===== src/rtl/core/css_pkg.sv =====
package css_pkg;

  // fixed field and register widths
  localparam int CFG_W       = 16;
  localparam int CFG_IDX_W   = 3;
  localparam int SHIFT_W     = 4;
  localparam int CHAN_W      = 2;
  localparam int CUR_W       = 18;
  localparam int SUM_W       = 26;
  localparam int OUT_TDATA_W = 24;
  localparam int DIV_COUNT   = 3;

  localparam logic [CUR_W-1:0]   CUR_MAX   = {CUR_W{1'b1}};
  localparam logic [SUM_W-1:0]   SUM_MAX   = {SUM_W{1'b1}};
  localparam logic [SHIFT_W-1:0] SHIFT_MAX = 4'd8;

  // configuration register indexes
  localparam logic [CFG_IDX_W-1:0] REG_SCALE_NUM = 3'd0;
  localparam logic [CFG_IDX_W-1:0] REG_DIV_BUS   = 3'd1;
  localparam logic [CFG_IDX_W-1:0] REG_DIV_5V    = 3'd2;
  localparam logic [CFG_IDX_W-1:0] REG_DIV_12V   = 3'd3;
  localparam logic [CFG_IDX_W-1:0] REG_SHIFT     = 3'd4;

  typedef enum logic [2:0] {
    ST_IDLE,
    ST_MUL,
    ST_DSTART,
    ST_DWAIT,
    ST_UPD,
    ST_RES
  } css_state_t;

  // divider status toward the sequencer
  typedef struct packed {
    logic busy;
    logic done;
  } css_div_stat_t;

endpackage


===== src/rtl/core/css_div.sv =====
module css_div #(
  parameter int DVD_W = 28
) (
  input  logic                    clk,
  input  logic                    rst_n,
  input  logic                    start,
  input  logic [DVD_W-1:0]        dividend,
  input  logic [css_pkg::CFG_W-1:0] divisor,
  output css_pkg::css_div_stat_t  stat,
  output logic [DVD_W-1:0]        quotient
);
  import css_pkg::*;

  localparam int CNT_W = $clog2(DVD_W + 1);

  logic [CFG_W-1:0] rem_r, rem_nxt;
  logic [CFG_W-1:0] div_r;
  logic [DVD_W-1:0] dq_r, dq_nxt;
  logic [CNT_W-1:0] cnt_r;
  logic             busy_r, done_r;
  logic [CFG_W:0]   trial, diff;
  logic             ge;

  // one quotient bit per cycle, restoring
  always_comb begin
    trial   = {rem_r, dq_r[DVD_W-1]};
    diff    = trial - {1'b0, div_r};
    ge      = (trial >= {1'b0, div_r});
    rem_nxt = ge ? diff[CFG_W-1:0] : trial[CFG_W-1:0];
    dq_nxt  = {dq_r[DVD_W-2:0], ge};
  end

  always_ff @(posedge clk) begin
    if (!rst_n) begin
      busy_r <= 1'b0;
      done_r <= 1'b0;
      cnt_r  <= '0;
    end else begin
      done_r <= 1'b0;
      if (start) begin
        busy_r <= 1'b1;
        cnt_r  <= CNT_W'(DVD_W);
      end else if (busy_r) begin
        cnt_r <= cnt_r - CNT_W'(1);
        if (cnt_r == CNT_W'(1)) begin
          busy_r <= 1'b0;
          done_r <= 1'b1;
        end
      end
    end
  end

  always_ff @(posedge clk) begin
    if (start) begin
      rem_r <= '0;
      div_r <= divisor;
      dq_r  <= dividend;
    end else if (busy_r) begin
      rem_r <= rem_nxt;
      dq_r  <= dq_nxt;
    end
  end

  assign stat.busy = busy_r;
  assign stat.done = done_r;
  assign quotient  = dq_r;

endmodule


===== src/rtl/core/current_sense_scale_and_smooth_core.sv =====
// channel  direction  ports                       contents
// in       slave      in_tvalid/tready/tdata/tuser tdata: raw_sample; tuser: channel_sel
// out      master     out_tvalid/tready/tdata/tuser tdata: filtered_current_ma; tuser: channel_out
// cfg      write      cfg_we/cfg_index/cfg_wdata   one register per write, no read-back
//
// an accepted item passes through the multiply, divider start, divider wait, filter update and
// result states; the bit-serial divider produces one quotient bit per cycle
// an item for a channel without a divisor skips the arithmetic and goes straight to the result state
// rst_n is synchronous: config returns to its defaults and all filter sums clear
// in_tready is high only while idle; a finished result waits in the output register, so the
// next item is taken while out_tready is low and the sequencer holds until it is free
module current_sense_scale_and_smooth_core #(
  parameter int NUM_CHANNELS = 3,
  parameter int SAMPLE_BITS  = 12
) (
  input  logic clk,
  input  logic rst_n,

  input  logic                                in_tvalid,
  output logic                                in_tready,
  input  logic [((SAMPLE_BITS+7)/8)*8-1:0]    in_tdata,   // raw_sample
  input  logic [css_pkg::CHAN_W-1:0]          in_tuser,   // channel_sel

  output logic                                out_tvalid,
  input  logic                                out_tready,
  output logic [css_pkg::OUT_TDATA_W-1:0]     out_tdata,  // filtered_current_ma
  output logic [css_pkg::CHAN_W-1:0]          out_tuser,  // channel_out

  input  logic                                cfg_we,
  input  logic [css_pkg::CFG_IDX_W-1:0]       cfg_index,
  input  logic [css_pkg::CFG_W-1:0]           cfg_wdata
);
  import css_pkg::*;

  localparam int PROD_W    = SAMPLE_BITS + CFG_W;
  // only channels that have both a divisor and a sum slot keep state
  localparam int NUM_STORE = (NUM_CHANNELS < DIV_COUNT) ? NUM_CHANNELS : DIV_COUNT;
  localparam int IDX_W     = (NUM_STORE > 1) ? $clog2(NUM_STORE) : 1;

  // configuration registers
  logic [CFG_W-1:0]   numer_r;
  logic [CFG_W-1:0]   div_r [DIV_COUNT];
  logic [SHIFT_W-1:0] shift_r;

  // sequencer and datapath registers
  css_state_t         state_r, state_nxt;
  logic [CHAN_W-1:0]  chan_r;
  logic [SAMPLE_BITS-1:0] raw_r;
  logic               bad_r;
  logic               seed_r;
  logic [PROD_W-1:0]  prod_r;
  logic [CUR_W-1:0]   cur_r;
  logic [SUM_W-1:0]   sum_r;
  logic [SUM_W-1:0]   sums_r [NUM_STORE];

  logic               out_valid_r;
  logic [CHAN_W-1:0]  out_chan_r;
  logic [CUR_W-1:0]   out_data_r;

  // divider hookup
  css_div_stat_t      div_stat;
  logic [PROD_W-1:0]  quo;
  logic               div_start;

  // combinational helpers
  logic               in_acc;
  logic               in_bad;
  logic               out_load;
  logic [SHIFT_W-1:0] shamt;
  logic [IDX_W-1:0]   idx;
  logic [SUM_W-1:0]   old_sum, old_shr;
  logic [SUM_W:0]     upd_wide;
  logic [SUM_W-1:0]   upd_sum;
  logic [SUM_W-1:0]   res_shr;
  logic [CUR_W-1:0]   res_val;
  logic [CUR_W-1:0]   quo_sat;

  assign in_tready = (state_r == ST_IDLE);
  assign in_acc    = in_tvalid && in_tready;
  // channel code without a divisor or a sum slot gives zero and touches nothing
  assign in_bad    = (int'(in_tuser) >= DIV_COUNT) || (int'(in_tuser) >= NUM_CHANNELS);

  // shifts past eight behave as eight
  assign shamt = (shift_r > SHIFT_MAX) ? SHIFT_MAX : shift_r;
  assign idx   = chan_r[IDX_W-1:0];

  // configuration writes
  always_ff @(posedge clk) begin
    if (!rst_n) begin
      numer_r  <= 16'd3300;
      div_r[0] <= 16'd205;
      div_r[1] <= 16'd1229;
      div_r[2] <= 16'd2458;
      shift_r  <= 4'd4;
    end else if (cfg_we) begin
      unique case (cfg_index)
        REG_SCALE_NUM: numer_r  <= cfg_wdata;
        REG_DIV_BUS:   div_r[0] <= cfg_wdata;
        REG_DIV_5V:    div_r[1] <= cfg_wdata;
        REG_DIV_12V:   div_r[2] <= cfg_wdata;
        REG_SHIFT:     shift_r  <= cfg_wdata[SHIFT_W-1:0];
        default: ;
      endcase
    end
  end

  // shared bit-serial divider: scaled sample over the channel divisor
  assign div_start = (state_r == ST_DSTART);

  css_div #(
    .DVD_W (PROD_W)
  ) u_div (
    .clk      (clk),
    .rst_n    (rst_n),
    .start    (div_start),
    .dividend (prod_r),
    .divisor  (div_r[chan_r]),
    .stat     (div_stat),
    .quotient (quo)
  );

  // quotient saturates to the 18-bit milliamp range (divisor zero lands here too)
  assign quo_sat = (|quo[PROD_W-1:CUR_W]) ? CUR_MAX : quo[CUR_W-1:0];

  // filter update: sum - (sum >> s) + current, saturated to 26 bits
  always_comb begin
    old_sum  = sums_r[idx];
    old_shr  = old_sum >> shamt;
    upd_wide = {1'b0, old_sum} - {1'b0, old_shr} + (SUM_W+1)'(cur_r);
    upd_sum  = upd_wide[SUM_W] ? SUM_MAX : upd_wide[SUM_W-1:0];
  end

  // result: zero for a bad channel, raw current on seeding, else the smoothed sum scaled back down
  always_comb begin
    res_shr = sum_r >> shamt;
    priority if (bad_r) begin
      res_val = '0;
    end else if (seed_r) begin
      res_val = cur_r;
    end else if (|res_shr[SUM_W-1:CUR_W]) begin
      res_val = CUR_MAX;
    end else begin
      res_val = res_shr[CUR_W-1:0];
    end
  end

  // output register frees as the downstream side takes the item
  assign out_load = (state_r == ST_RES) && (!out_valid_r || out_tready);

  // sequencer
  always_comb begin
    state_nxt = state_r;
    unique case (state_r)
      ST_IDLE:   if (in_acc) state_nxt = in_bad ? ST_RES : ST_MUL;
      ST_MUL:    state_nxt = ST_DSTART;
      ST_DSTART: state_nxt = ST_DWAIT;
      ST_DWAIT:  if (div_stat.done) state_nxt = ST_UPD;
      ST_UPD:    state_nxt = ST_RES;
      ST_RES:    if (out_load) state_nxt = ST_IDLE;
      default:   state_nxt = ST_IDLE;
    endcase
  end

  always_ff @(posedge clk) begin
    if (!rst_n) begin
      state_r <= ST_IDLE;
    end else begin
      state_r <= state_nxt;
    end
  end

  // datapath registers
  always_ff @(posedge clk) begin
    if (in_acc) begin
      chan_r <= in_tuser;
      raw_r  <= in_tdata[SAMPLE_BITS-1:0];
      bad_r  <= in_bad;
    end
    if (state_r == ST_MUL) begin
      prod_r <= PROD_W'(raw_r) * PROD_W'(numer_r);
    end
    if ((state_r == ST_DWAIT) && div_stat.done) begin
      cur_r <= quo_sat;
    end
    if (state_r == ST_UPD) begin
      seed_r <= (old_sum == '0);
      sum_r  <= (old_sum == '0) ? (SUM_W'(cur_r) << shamt) : upd_sum;
    end
  end

  // per-channel filter sums, cleared by reset
  always_ff @(posedge clk) begin
    if (!rst_n) begin
      for (int i = 0; i < NUM_STORE; i++) begin
        sums_r[i] <= '0;
      end
    end else if (state_r == ST_UPD) begin
      // seeding: current << s never exceeds 26 bits for shifts up to eight
      sums_r[idx] <= (old_sum == '0) ? (SUM_W'(cur_r) << shamt) : upd_sum;
    end
  end

  // output register
  always_ff @(posedge clk) begin
    if (!rst_n) begin
      out_valid_r <= 1'b0;
    end else if (out_load) begin
      out_valid_r <= 1'b1;
    end else if (out_tready) begin
      out_valid_r <= 1'b0;
    end
  end

  always_ff @(posedge clk) begin
    if (out_load) begin
      out_chan_r <= chan_r;
      out_data_r <= res_val;
    end
  end

  assign out_tvalid = out_valid_r;
  assign out_tuser  = out_chan_r;
  assign out_tdata  = OUT_TDATA_W'(out_data_r);

endmodule

===== config.mk =====
export PLATFORM = sky130hd
export DESIGN_NAME = current_sense_scale_and_smooth_core
export DESIGN_NICKNAME = d
export VERILOG_FILES = /design/src/rtl/core/css_pkg.sv /design/src/rtl/core/css_div.sv /design/src/rtl/core/current_sense_scale_and_smooth_core.sv
export SDC_FILE = /design/constraint.sdc
export NUM_CORES = 1
export LEC_CHECK = 0
export ABC_AREA = 1
export BUFFER_PORTS_ARGS = -buffer_cell sky130_fd_sc_hd__buf_2
export CAP_MARGIN = 15
export CELL_PAD_IN_SITES_DETAIL_PLACEMENT = 2
export CELL_PAD_IN_SITES_GLOBAL_PLACEMENT = 2
export CORE_UTILIZATION = 42
export DETAILED_ROUTE_END_ITERATION = 16
export GPL_ROUTABILITY_DRIVEN = 0
export PLACE_DENSITY_LB_ADDON = 0.1
export SYNTH_ARGS = -nofsm -noshare
export SYNTH_HDL_FRONTEND = slang
export SYNTH_SLANG_ARGS = --single-unit

===== constraint.sdc =====
create_clock -name clk -period 10.9 [get_ports clk]
set_clock_uncertainty 0.2 [all_clocks]
set_input_delay 0.545 -clock clk [delete_from_list [all_inputs] [get_ports clk]]
set_output_delay 0.545 -clock clk [all_outputs]
set_load 0.05 [all_outputs]

# Word level (Yosys, flattened, before mapping)
# Memories as Yosys holds them, arrays and structs flattened. A register that Yosys moved wholly into a read port is not among the register bits.
# Cells that the tools add are included.
[word_totals]
in_bits = 42
ff_bits = 183
out_inout_bits = 28
memories = 2
elab_cells = 112
ramBits = 126
[op_classes]
reduce_logical = 18
n_shift = 3
magnitude_cmp = 3
n_bitwise = 5
add_sub_neg = 4
eq_ne = 13
mux = 44
multipliers = 1
[memory_table]
columns = ["name", "depth", "width", "rd", "rd_clocked_by_memory_dff", "wr", "line_no", "text"]
rows = [
  ["sums_r", 3, 26, 1, 1, 3, "current_sense_scale_and_smooth_core.sv:54", "logic [SUM_W-1:0] sums_r [NUM_STORE];"],
  ["div_r", 3, 16, 1, 1, 3, "current_sense_scale_and_smooth_core.sv:42", "logic [CFG_W-1:0] div_r [DIV_COUNT];"],
]
[op_table]
columns = ["cell", "n"]
rows = [
  ["26-bit 2-to-1 mux", 3],
  ["16-bit 2-to-1 mux", 4],
  ["28-bit 2-to-1 mux", 2],
  ["26-bit by 4-bit right shift with 26-bit output", 2],
  ["18-bit 2-to-1 mux", 2],
  ["12-bit by 16-bit multiplier with 28-bit output", 1],
  ["27-bit by 18-bit adder with 27-bit output", 1],
  ["26-bit by 26-bit subtractor with 27-bit output", 1],
  ["26-bit logical NOT", 1],
  ["26-bit OR reduction", 1],
  ["18-bit by 4-bit left shift with 26-bit output", 1],
  ["1-bit 2-to-1 mux", 23],
  ["3-bit case mux with 6 select lines", 1],
  ["17-bit by 16-bit >= comparator with 1-bit output", 1],
  ["16-bit subtractor", 1],
  ["3-bit by 2-bit == test with 1-bit output (second input constant)", 4],
  ["3-bit 2-to-1 mux", 4],
  ["5-bit 2-to-1 mux", 2],
  ["10-bit OR reduction", 1],
  ["3-bit == test (second input constant)", 3],
  ["8-bit OR reduction", 1],
  ["3-bit by 1-bit == test with 1-bit output (second input constant)", 2],
  ["3-bit logical NOT", 2],
  ["5-bit by 1-bit == test with 1-bit output (second input constant)", 1],
  ["17 further kinds", 26],
]

# Depth between registers and ports, before layout
# Gate-level depths: netlist of run 1.
[depth]
ltp_word = 8
mapped_depth = 33
ltp_nobuf = 31

# Modules after synthesis
# From an unflattened synthesis of run 1, not the netlist that was laid out.
[unflattened]
hier_cells = 3382
area_unflattened_um2 = 26791.9
[modules_own_cells]
columns = ["mod", "n_inst", "seq_area_each_um2", "area_per_inst_um2", "cells_each"]
rows = [
  ["current_sense_scale_and_smooth_core", 1, 8328.0, 22923.2, 2875],
  ["css_div", 1, 1781.7, 3868.7, 507],
]

# Worst setup path before layout of run 1
# OpenSTA, ideal clock, no wires.
[synth_path]
kind = "register -> register"
start = "reg raw_r[3]"
end = "reg prod_r[25], data pin"
slack_ns = 5.733
setup_time_ns = 0.262
required_time_ns = 10.438
path_buffers = 3
t_arrival_ns = 4.704
path_stages_with_launch = 20
synth_period_minus_slack_ns = 5.167
path_cell_list = "edfxtp_1 clkbuf_1 clkbuf_1 nand2_1 fa_1 fa_1 inv_1 fa_1 fa_1 inv_1 fa_1 inv_1 ha_1 clkbuf_1 nand4_1 nor3_1 nand4_1 nand3_1 a21oi_1 xor2_1"
[synth_between]
elab_chain_len = 1
[synth_rtl]
columns = ["element", "line_no", "text"]
rows = [
  ["start, declared", "current_sense_scale_and_smooth_core.sv:48", "logic [SAMPLE_BITS-1:0] raw_r;"],
  ["start signal, assigned", "current_sense_scale_and_smooth_core.sv:176", "raw_r <= in_tdata[SAMPLE_BITS-1:0];"],
  ["12-bit by 16-bit multiplier with 28-bit output", "current_sense_scale_and_smooth_core.sv:180", "prod_r <= PROD_W'(raw_r) * PROD_W'(numer_r);"],
  ["end signal, assigned", "current_sense_scale_and_smooth_core.sv:180", ""],
  ["end, declared", "current_sense_scale_and_smooth_core.sv:51", "logic [PROD_W-1:0] prod_r;"],
]
# Every way passes these cells.
# A chain may end at the register's enable or synchronous reset.

# Final worst setup path of run 1
[layout_path]
start = "reg shift_r[3]"
end = "reg sum_r[25], data pin"
[layout_between]
elab_chain_len = 7
word_cells_on_any_way = 8
classes_between = "2 x add/sub; 1 x order compare; 2 x shift; 3 x mux"
[layout_rtl]
columns = ["element", "line_no", "text"]
rows = [
  ["start, declared", "current_sense_scale_and_smooth_core.sv:43", "logic [SHIFT_W-1:0] shift_r;"],
  ["start signal, assigned", "current_sense_scale_and_smooth_core.sv:101", "REG_SHIFT: shift_r <= cfg_wdata[SHIFT_W-1:0];"],
  ["4-bit > comparator", "current_sense_scale_and_smooth_core.sv:84", "assign shamt = (shift_r > SHIFT_MAX) ? SHIFT_MAX : shift_r;"],
  ["4-bit 2-to-1 mux *", "current_sense_scale_and_smooth_core.sv:84", ""],
  ["26-bit by 4-bit right shift with 26-bit output", "current_sense_scale_and_smooth_core.sv:128", "old_shr = old_sum >> shamt;"],
  ["26-bit by 26-bit subtractor with 27-bit output", "current_sense_scale_and_smooth_core.sv:129", "upd_wide = {1'b0, old_sum} - {1'b0, old_shr} + (SUM_W+1)'(cur_r);"],
  ["27-bit by 18-bit adder with 27-bit output", "current_sense_scale_and_smooth_core.sv:129", ""],
  ["26-bit 2-to-1 mux", "current_sense_scale_and_smooth_core.sv:130", "upd_sum = upd_wide[SUM_W] ? SUM_MAX : upd_wide[SUM_W-1:0];"],
  ["26-bit 2-to-1 mux *", "current_sense_scale_and_smooth_core.sv:187", "sum_r <= (old_sum == '0) ? (SUM_W'(cur_r) << shamt) : upd_sum;"],
  ["end signal, assigned", "current_sense_scale_and_smooth_core.sv:187", ""],
  ["end, declared", "current_sense_scale_and_smooth_core.sv:53", "logic [SUM_W-1:0] sum_r;"],
]
# Mark *: on every way between the ends. The rest lies on a longest branch, timed or not.

==> results of run 1 <==
==> what timing repair did <==
item,4_1_cts,5_1_grt
endpoints found under the hold margin,14,0
endpoints found under the setup margin,0,0
hold buffers,14,0
==> placed cells by master, fill, tap and decap left out, drive strengths merged, types with 2 or more instances in the layout <==
cell / Yosys / layout
nand2: 1053 / 1053
inv: 561 / 562
edfxtp: 304 / 304
nor2: 220 / 220
nand3: 214 / 214
o21ai: 189 / 189
fa: 159 / 159
a21oi: 130 / 130
ha: 119 / 119
buf: 71 / 90
clkbuf: 85 / 55
nor3: 52 / 52
dfxtp: 49 / 49
nand4: 33 / 33
o211ai: 29 / 29
xnor2: 26 / 26
xor2: 22 / 22
clkinv: 2 / 21
dlygate4sd3: 0 / 14
o21bai: 10 / 10
or2: 10 / 10
o22ai: 9 / 9
nand3b: 9 / 9
conb: 1 / 6
mux2i: 5 / 5
a21o: 4 / 4
nor4: 4 / 4
a211oi: 4 / 4
bufinv: 0 / 4
a31oi: 3 / 3
clkinvlp: 0 / 3
and2: 2 / 2
o31ai: 2 / 2
==> worst max-delay path: stages, from the launching register on <==
cell	delay (ns)
dfxtp_1	0.31
buf_4	0.31
inv_2	0.10
buf_4	0.48
nand2_4	0.47
inv_2	0.68
o21ai_0	0.25
o21ai_1	0.48
nand2_1	0.11
nand3_1	0.13
fa_1	0.42
ha_1	0.37
nand2_1	0.11
nor2_1	0.31
nand3_1	0.14
nand3_1	0.27
nand2_1	0.16
nand3_1	0.22
nand2_1	0.51
nor2_1	0.25
nand2_1	0.17
nand2_1	0.19
inv_1	0.11
==> cells in the mapped netlist, drive strengths merged (2+ instances only) <==
| master | count | area (um^2) |
|---|---|---|
| buf | 71 | 433 |
| dfxtp | 49 | 981 |
| and2 | 2 | 12.5 |
| or2 | 10 | 62.6 |
| fa | 159 | 3180 |
| a31oi | 3 | 18.8 |
| nor4 | 4 | 25.0 |
| ha | 119 | 1490 |
| a21o | 4 | 30.0 |
| nor3 | 52 | 280 |
| o31ai | 2 | 15.0 |
| o21ai | 189 | 953 |
| o22ai | 9 | 56.3 |
| inv | 561 | 2110 |
| nand3b | 9 | 67.6 |
| a211oi | 4 | 30.0 |
| o211ai | 29 | 218 |
| nor2 | 220 | 867 |
| o21bai | 10 | 75.1 |
| xor2 | 22 | 193 |
| xnor2 | 26 | 228 |
| nand2 | 1053 | 3980 |
| nand4 | 33 | 206 |
| clkinv | 2 | 8.75 |
| mux2i | 5 | 50.1 |
| clkbuf | 85 | 319 |
| nand3 | 214 | 1070 |
| edfxtp | 304 | 9130 |
| a21oi | 130 | 654 |
==> state kept, by name, summed over array words and instances (netlist names), 18 cells and up, named ones only <==
signal,flops
out_data_r,18
sum_r,26
u_div.quotient,28
prod_r,28
cur_r,18
div_r,48
sums_r,104
==> cell type report <==
type	count	area, um^2
clock buffers	55	1210
clock inverters	27	285
fillers	7194	33700
inverters	563	2120
multi-input cells	2322	13900
flip-flops and latches	353	10100
well taps	846	1060
repair buffers	104	672
==> path summary, 6_finish.rpt <==
check	end	slack (ns)	startpoint
max	sum_r[25]	3.81	shift_r[3]
min	numer_r[14]	0.04	cfg_wdata[14]
max reg2reg	sum_r[25]	3.81	shift_r[3]
min reg2reg	u_div.rem_r[13]	0.29	u_div.rem_r[13]
==> per-stage QoR <==
| step | utilization (%) | setup WS (ns) |
|---|---|---|
| floorplan | - | 5.73 |
| global placement | 43.9 | 4.21 |
| detailed placement | 43.9 | 4.00 |
| CTS | 46.5 | 3.97 |
| global route | 46.5 | 3.47 |
| finish | 46.5 | 3.81 |
==> per-layer routing <==
layer / global-route usage, % / part of all wire, % / up-vias
met2: 61.6 / 53 / 610
met5: 0 / 0 / -
li1: - / - / 10748
met4: 14.5 / 4.5 / 0
met1: 39.1 / 39 / 12275
met3: 3.28 / 3.6 / 234
==> kinds of logic after synthesis <==
| logic type | count (synthesis) | share of synthesized area, % |
|---|---|---|
| AND/OR/NAND/NOR | 1599 | 24.6 |
| buffers and inverters | 719 | 10.7 |
| AO/OA/AOI/OAI | 385 | 7.80 |
| flip-flops | 353 | 37.7 |
| adder cells (fa/ha/maj) | 278 | 17.4 |
| XOR/XNOR | 48 | 1.57 |
| multiplexers | 6 | 0.229 |
| other | 1 | 0.0140 |
==> flow_summary.ini, run 1 <==
[sta]
fin_crit_ns = 7.09
setup_viol = 0
fmax_mhz = 141
hold_viol_final = 0
whs_ns = 0.0376
slew_violations = 0
tightest_slew_ns = 1.11
max-slew-margin-rel_pct = 25.6
rsz0062_at_grt = no
finalCritPeriodShare_pct = 65.1
tns_ns = 0

[floorplanning]
die-area_um2 = 64900
start_util_pct = 42.5
core_um2 = 63100
die_h_um = 255
io_pins = 70
die_w_um = 255
row_count = 92

[place]
placed_cells = 4173
portBuffers = 59
dpl_cell_area_um2 = 27700
dp_hpwl_um = 75900

[worst_setup_path]
critPathCaptureType = register
start_kind = register
cp_max_fo = 47
r2r_cells = 22
worstPathArrival_ns = 7.22
critPathRequiredTime_ns = 11.03
crit_type = register to register

[global_routing]
antenna_found_initial = 0
grt_pass1_vias = 26947
grt_pass1_wl_um = 163000
grtUsageTotal_pct = 33.4
overflow = 0
grt_max_degree = 71

[synth]
ys_warn_count = 0
ys_seq_elements = 353
syn_area_per_cell_um2 = 7.91
synth_edf_count = 304
seq_area_frac_synth_pct = 37.7
async_flop_share_pct = 0
ys_types = 54
synth_ff_type = edfxtp_1
synth_cells = 3389
synthesis.area_um2 = 26800

[routing]
drt_iter0_drc = 1462
first_pass_iters = 5
wl_per_cell_um = 25.2
vias_per_cell = 5.59
vias = 23867
ant_nets = 0
wl_um = 107000
drc = 0

[final_layout]
stdcell_area_um2 = 29400
drive_gt1_share_pct = 5.81
final_cells = 4270
final_nets = 3708
n_antenna_cell = 0
syn_to_final_growth_pct = 9.47

[clock_tree]
htree_levels = 2
clkLatencyLatePin_ns = 0.59
numCtsBuffers = 44
tritoncts_num_sinks = 353
cts-root-buf = clkbuf_16
cts.clk_slew.worst_paths_ns = 0.06
cts_tree = built
clock_path_buffers = 3
ctsResizeCount = 0
post_cts_buffers = 0

[status]
status = finished clean

[run]
cap_violations = 0

[worst_hold_path]
min_path_type = input port to register
min_path_cells = 3
Power of run 1 is not shown: default switching activity piles up to over one toggle a cycle in this logic, so the estimate is an artifact.
==> inputs of run 2 (changes only) <==
--- a/config.mk
+++ b/config.mk
@@ -10,7 +10,7 @@
 export CAP_MARGIN = 15
 export CELL_PAD_IN_SITES_DETAIL_PLACEMENT = 2
 export CELL_PAD_IN_SITES_GLOBAL_PLACEMENT = 2
-export CORE_UTILIZATION = 42
+export CORE_UTILIZATION = 35
 export DETAILED_ROUTE_END_ITERATION = 16
 export GPL_ROUTABILITY_DRIVEN = 0
 export PLACE_DENSITY_LB_ADDON = 0.1
==> constraint.sdc (replaced) <==
create_clock -name clk -period 5.8 [get_ports clk]
set_clock_uncertainty 0.2 [all_clocks]
set_input_delay 0.29 -clock clk [delete_from_list [all_inputs] [get_ports clk]]
set_output_delay 0.29 -clock clk [all_outputs]
set_load 0.05 [all_outputs]
==> flow_summary.ini, run 2 (synthesis gave the netlist of run 1 again) <==
[status]
status = finished clean

[clock_tree]
numCtsBuffers = 42
cts-root-buf = clkbuf_16
clkLatencyLatePin_ns = 0.59
htree_levels = 2
tritoncts_num_sinks = 353
clock_path_buffers = 3
cts_tree = built
cts.clk_slew.worst_paths_ns = 0.06

[worst_setup_path]
crit_start = numer_r[5]
rrSetupSlack_ns = 0.21
crit_top_cell = fa_1
max_stage_delay_ns = 0.74
worst_r2r_endpoint = prod_r[25]
worstPathArrival_ns = 5.71
critPathCaptureType = register
crit_slowest_cell = dfxtp_1
critPathTopFamily = adder cells
path_buf_inv = 4
start_kind = register
r2r_cells = 17
regToRegStartpoint = numer_r[5]
critPathRequiredTime_ns = 5.93
crit_type = register to register
cp_max_fo = 11
critical_path.cell_chain = buf_4 > nand2_1 > inv_1 > fa_1 > fa_1 > fa_1 > fa_1 > inv_1 > fa_1 > inv_1 > ha_1 > nand4_1 > nor3_1 > nand4_1 > nand3_1 > a21oi_1 > xor2_1

[sta]
fmax_mhz = 179
slew_violations = 0
rsz0062_at_grt = yes
fin_crit_ns = 5.59
setup_viol = 0
whs_ns = 0.100
max-slew-margin-rel_pct = 33.9
finalCritPeriodShare_pct = 96.3
hold_viol_final = 0
tightest_slew_ns = 0.990

[worst_hold_path]
hold_end = div_r[0][13]
min_from = cfg_index[1]
min_path_cells = 2
min_path_type = input port to register

[routing]
drt_iter0_drc = 1070
wl_per_cell_um = 21.9
drc = 0
wl_um = 97300
first_pass_iters = 5
ant_nets = 0
vias_per_cell = 5.13
vias = 22865

[floorplanning]
core_um2 = 75800
die-area_um2 = 77700
row_count = 101
io_pins = 70
die_w_um = 279
die_h_um = 279
start_util_pct = 35.4

[global_routing]
antenna_found_initial = 1
grt_max_degree = 76
grt_pass1_vias = 25766
overflow = 0
grtUsageTotal_pct = 25.3
grt_pass1_wl_um = 151000

[final_layout]
largest_reg_flops = 104
top_regs = sums_r (104), div_r (48)
syn_to_final_growth_pct = 11.6
layout.cells.most_common = nand2_1
drive_gt1_share_pct = 6.79
final_nets = 3765
final_cells = 4455
mostFrequentLayoutCells = nand2_1 (1,044), inv_1 (555), edfxtp_1 (304)
nFillCells = 8754
top_register = sums_r

[run]
cap_violations = 0

[place]
placed_cells = 4339
dp_hpwl_um = 74500
portBuffers = 59
==> run 2: cell count changes in the layout (fill, tap and decap cells not counted), moves of 3 or more <==
cell	change
buf_12	+3
nor2_2	+3
o21ai_1	+3
clkbuf_16	-3
nor2_1	-3
o21ai_0	-3
dlygate4sd3_1	+19
clkbuf_1	+4
clkinv_1	-4
buf_4	+37
==> run 2: metal layers <==
metal / share of wire, % / global-route usage [%] / vias up
met5: 0 / 0 / -
met4: 2.8 / 7.11 / 0
met3: 2.3 / 2.14 / 113
met2: 53 / 48.0 / 282
met1: 42 / 30.2 / 11615
li1: - / - / 10855
==> run 2: per-stage QoR <==
step | TNS, ns | cell area [um^2] | utilization (%) | setup WS [ns]
6_report | 0 | 29900 | 39.5 | 0.212
5_1_grt | -0.0381 | 29900 | 39.5 | -0.0109
3_3_place_gp | 0 | 28100 | 37.1 | 0.284
3_5_place_dp | 0 | 28100 | 37.1 | 0.178
4_1_cts | 0 | 29800 | 39.3 | 0.132
2_1_floorplan | 0 | 26800 | - | 0.633
==> run 2: worst max path at each step <==
stage / cells after the start / to
2_1_floorplan: 19 / prod_r[25]
3_3_place_gp: 16 / prod_r[16]
3_5_place_dp: 17 / prod_r[19]
4_1_cts: 16 / prod_r[25]
5_1_grt: 18 / prod_r[27]
6_report: 17 / prod_r[25]
==> run 2: what timing repair did <==
| action | in CTS | in global routing |
|---|---|---|
| setup buffers | 0 | 7 |
| hold endpoints to repair | 89 | 0 |
| resized for setup | 0 | 10 |
| endpoints found under the setup margin | 0 | 58 |
| hold buffers | 33 | 0 |
==> run 2: cell type report <==
type | count | area (um^2) | area share (%)
Multi-Input combinational cell | 2322 | 13900 | 46.5
Timing Repair Buffer | 163 | 1200 | 4.01
Clock buffer | 54 | 1130 | 3.77
Tap cell | 978 | 1220 | 4.09
Antenna cell | 1 | 2.50 | 0.00836
Clock inverter | 21 | 230 | 0.769
Sequential cell | 353 | 10100 | 33.8
Inverter | 563 | 2120 | 7.08
Power of run 2 is left out for the same reason.
==> inputs of run 3 (changes only) <==
--- a/config.mk
+++ b/config.mk
@@ -10,7 +10,7 @@
 export CAP_MARGIN = 15
 export CELL_PAD_IN_SITES_DETAIL_PLACEMENT = 2
 export CELL_PAD_IN_SITES_GLOBAL_PLACEMENT = 2
-export CORE_UTILIZATION = 35
+export CORE_UTILIZATION = 39
 export DETAILED_ROUTE_END_ITERATION = 16
 export GPL_ROUTABILITY_DRIVEN = 0
 export PLACE_DENSITY_LB_ADDON = 0.1
==> constraint.sdc (replaced) <==
create_clock -name clk -period 5.81 [get_ports clk]
set_clock_uncertainty 0.2 [all_clocks]
set_input_delay 0.2905 -clock clk [delete_from_list [all_inputs] [get_ports clk]]
set_output_delay 0.2905 -clock clk [all_outputs]
set_load 0.05 [all_outputs]
==> flow_summary.ini, run 3 (synthesis gave the netlist of run 1 again) <==
[worst_setup_path]
critPathRequiredTime_ns = 5.95
crit_type = register to register
worst_r2r_endpoint = prod_r[24]
critical_path.cell_chain = nand2_1 > inv_1 > fa_1 > inv_1 > fa_1 > inv_1 > fa_1 > fa_1 > inv_1 > fa_1 > inv_1 > ha_1 > nand2_1 > nor2_1 > inv_1 > nor2_1 > nand4_1 > nand3_1 > a21oi_1 > xnor2_1
r2r_cells = 20
crit_slowest_cell = edfxtp_1
crit_start = raw_r[9]
rrSetupSlack_ns = 0.21
regToRegStartpoint = raw_r[9]
worstPathArrival_ns = 5.74
worstSetupEndpoint = prod_r[24]
start_kind = register
cp_max_fo = 16
max_stage_delay_ns = 0.71
crit_top_cell = inv_1
critPathCaptureType = register

[floorplanning]
start_util_pct = 39.7
core_um2 = 67600
io_pins = 70
die_w_um = 264
die-area_um2 = 69800
row_count = 95
die_h_um = 264

[sta]
setup_viol = 0
fmax_mhz = 179
slew_violations = 0
fin_crit_ns = 5.60
max-slew-margin-rel_pct = 32.3
finalCritPeriodShare_pct = 96.4
hold_viol_final = 0
tightest_slew_ns = 1.01

[clock_tree]
cts.clk_slew.worst_paths_ns = 0.06
clock_path_buffers = 3
numCtsBuffers = 42
clkLatencyLatePin_ns = 0.60
htree_levels = 2
cts_tree = built
cts-root-buf = clkbuf_16
tritoncts_num_sinks = 353

[place]
portBuffers = 59
dp_hpwl_um = 75400
dpl_cell_area_um2 = 28000

[routing]
first_pass_iters = 5
wl_um = 101000
ant_nets = 0
drc = 0
drt_iter0_drc = 1163
vias_per_cell = 5.34
vias = 23278
wl_per_cell_um = 23.1

[global_routing]
grt_max_degree = 92
grt_pass1_wl_um = 156000
grt_pass1_vias = 26855
overflow = 0
antenna_found_initial = 1
grtUsageTotal_pct = 29.0

[final_layout]
top_regs = sums_r (104), div_r (48)
stdcell_area_um2 = 29900
nFillCells = 7677
layout.cells.most_common = nand2_1
regArea_um2 = 10100
mostFrequentLayoutCells = nand2_1 (1,043), inv_1 (555), edfxtp_1 (304)
top_register = sums_r
largest_reg_flops = 104
final_nets = 3770
multiInputGateArea_um2 = 13900
syn_to_final_growth_pct = 11.5
drive_gt1_share_pct = 7.18

[worst_hold_path]
min_path_type = input port to register

[run]
cap_violations = 0

[status]
status = finished clean
## run 3: cell types whose count changed in the layout (fill, tap and decap cells not counted), moves of 3 or more
cell      previous run  this run
o21ai_1             14        11
clkinv_1             8         5
o21ai_0            173       176
clkbuf_8             1        11
buf_4               67        72
nor2_1             209       212
nor2_2               7         4
clkbuf_1            10         6
## run 3: worst max-delay path: cells and delay by family, from the launching register on
kind	cells	cell delay, ns
flops	1	0.71
xor+xnor	1	0.13
compound gates	1	0.10
simple gates	6	0.97
buf+inv	6	0.39
fa+ha+maj	6	2.84
## run 3: worst min path at each step
stage / startpoint / end / slack (ns) / cells past startpoint
after floorplan: in_tuser[0] / chan_r[0] / 0.19 / 0
after global routing: rst_n / numer_r[11] / 0.07 / 2
after global placement: u_div.rem_r[14] / u_div.rem_r[14] / 0.26 / 2
after CTS: rst_n / numer_r[10] / 0.0005 / 2
final: rst_n / numer_r[11] / 0.07 / 2
after detailed placement: in_tdata[7] / raw_r[7] / 0.27 / 1
## run 3: per-layer routing
metal | wire length, um | up-vias | track usage [%]
li1 | - | 10870 | -
met3 | 2680 | 186 | 2.69
met2 | 53100 | 389 | 54.4
met5 | 0 | - | 0
met4 | 4760 | 0 | 13.1
met1 | 40300 | 11833 | 33.2
## run 3: cell type report
class	count	share of cell area [%]
Tap cell	873	3.65
Clock buffer	60	4.18
Clock inverter	18	0.690
Multi-Input combinational cell	2322	46.5
Sequential cell	353	33.8
Inverter	563	7.08
Antenna cell	1	0.00837
Timing Repair Buffer	168	4.11
## run 3: repair_timing
action	CTS	global route
hold buffers	33	0
pin swaps	0	0
setup buffers	0	9
hold endpoints to repair	88	0
resized for setup	1	5
endpoints found under the setup margin	2	25
## run 3: through the flow
stage	hold WS (ns)	setup TNS (ns)	setup WS [ns]	instances	utilization, %
2_1_floorplan	0.189	0	0.643	3394	-
3_3_place_gp	0.259	0	0.144	4236	41.4
3_5_place_dp	0.269	0	0.0261	4236	41.4
4_1_cts	0.000503	0	0.0955	4347	44.1
5_1_grt	0.0739	-0.0190	-0.0190	4357	44.2
6_report	0.0672	0	0.211	4358	44.2
Power of run 3 is left out for the same reason.
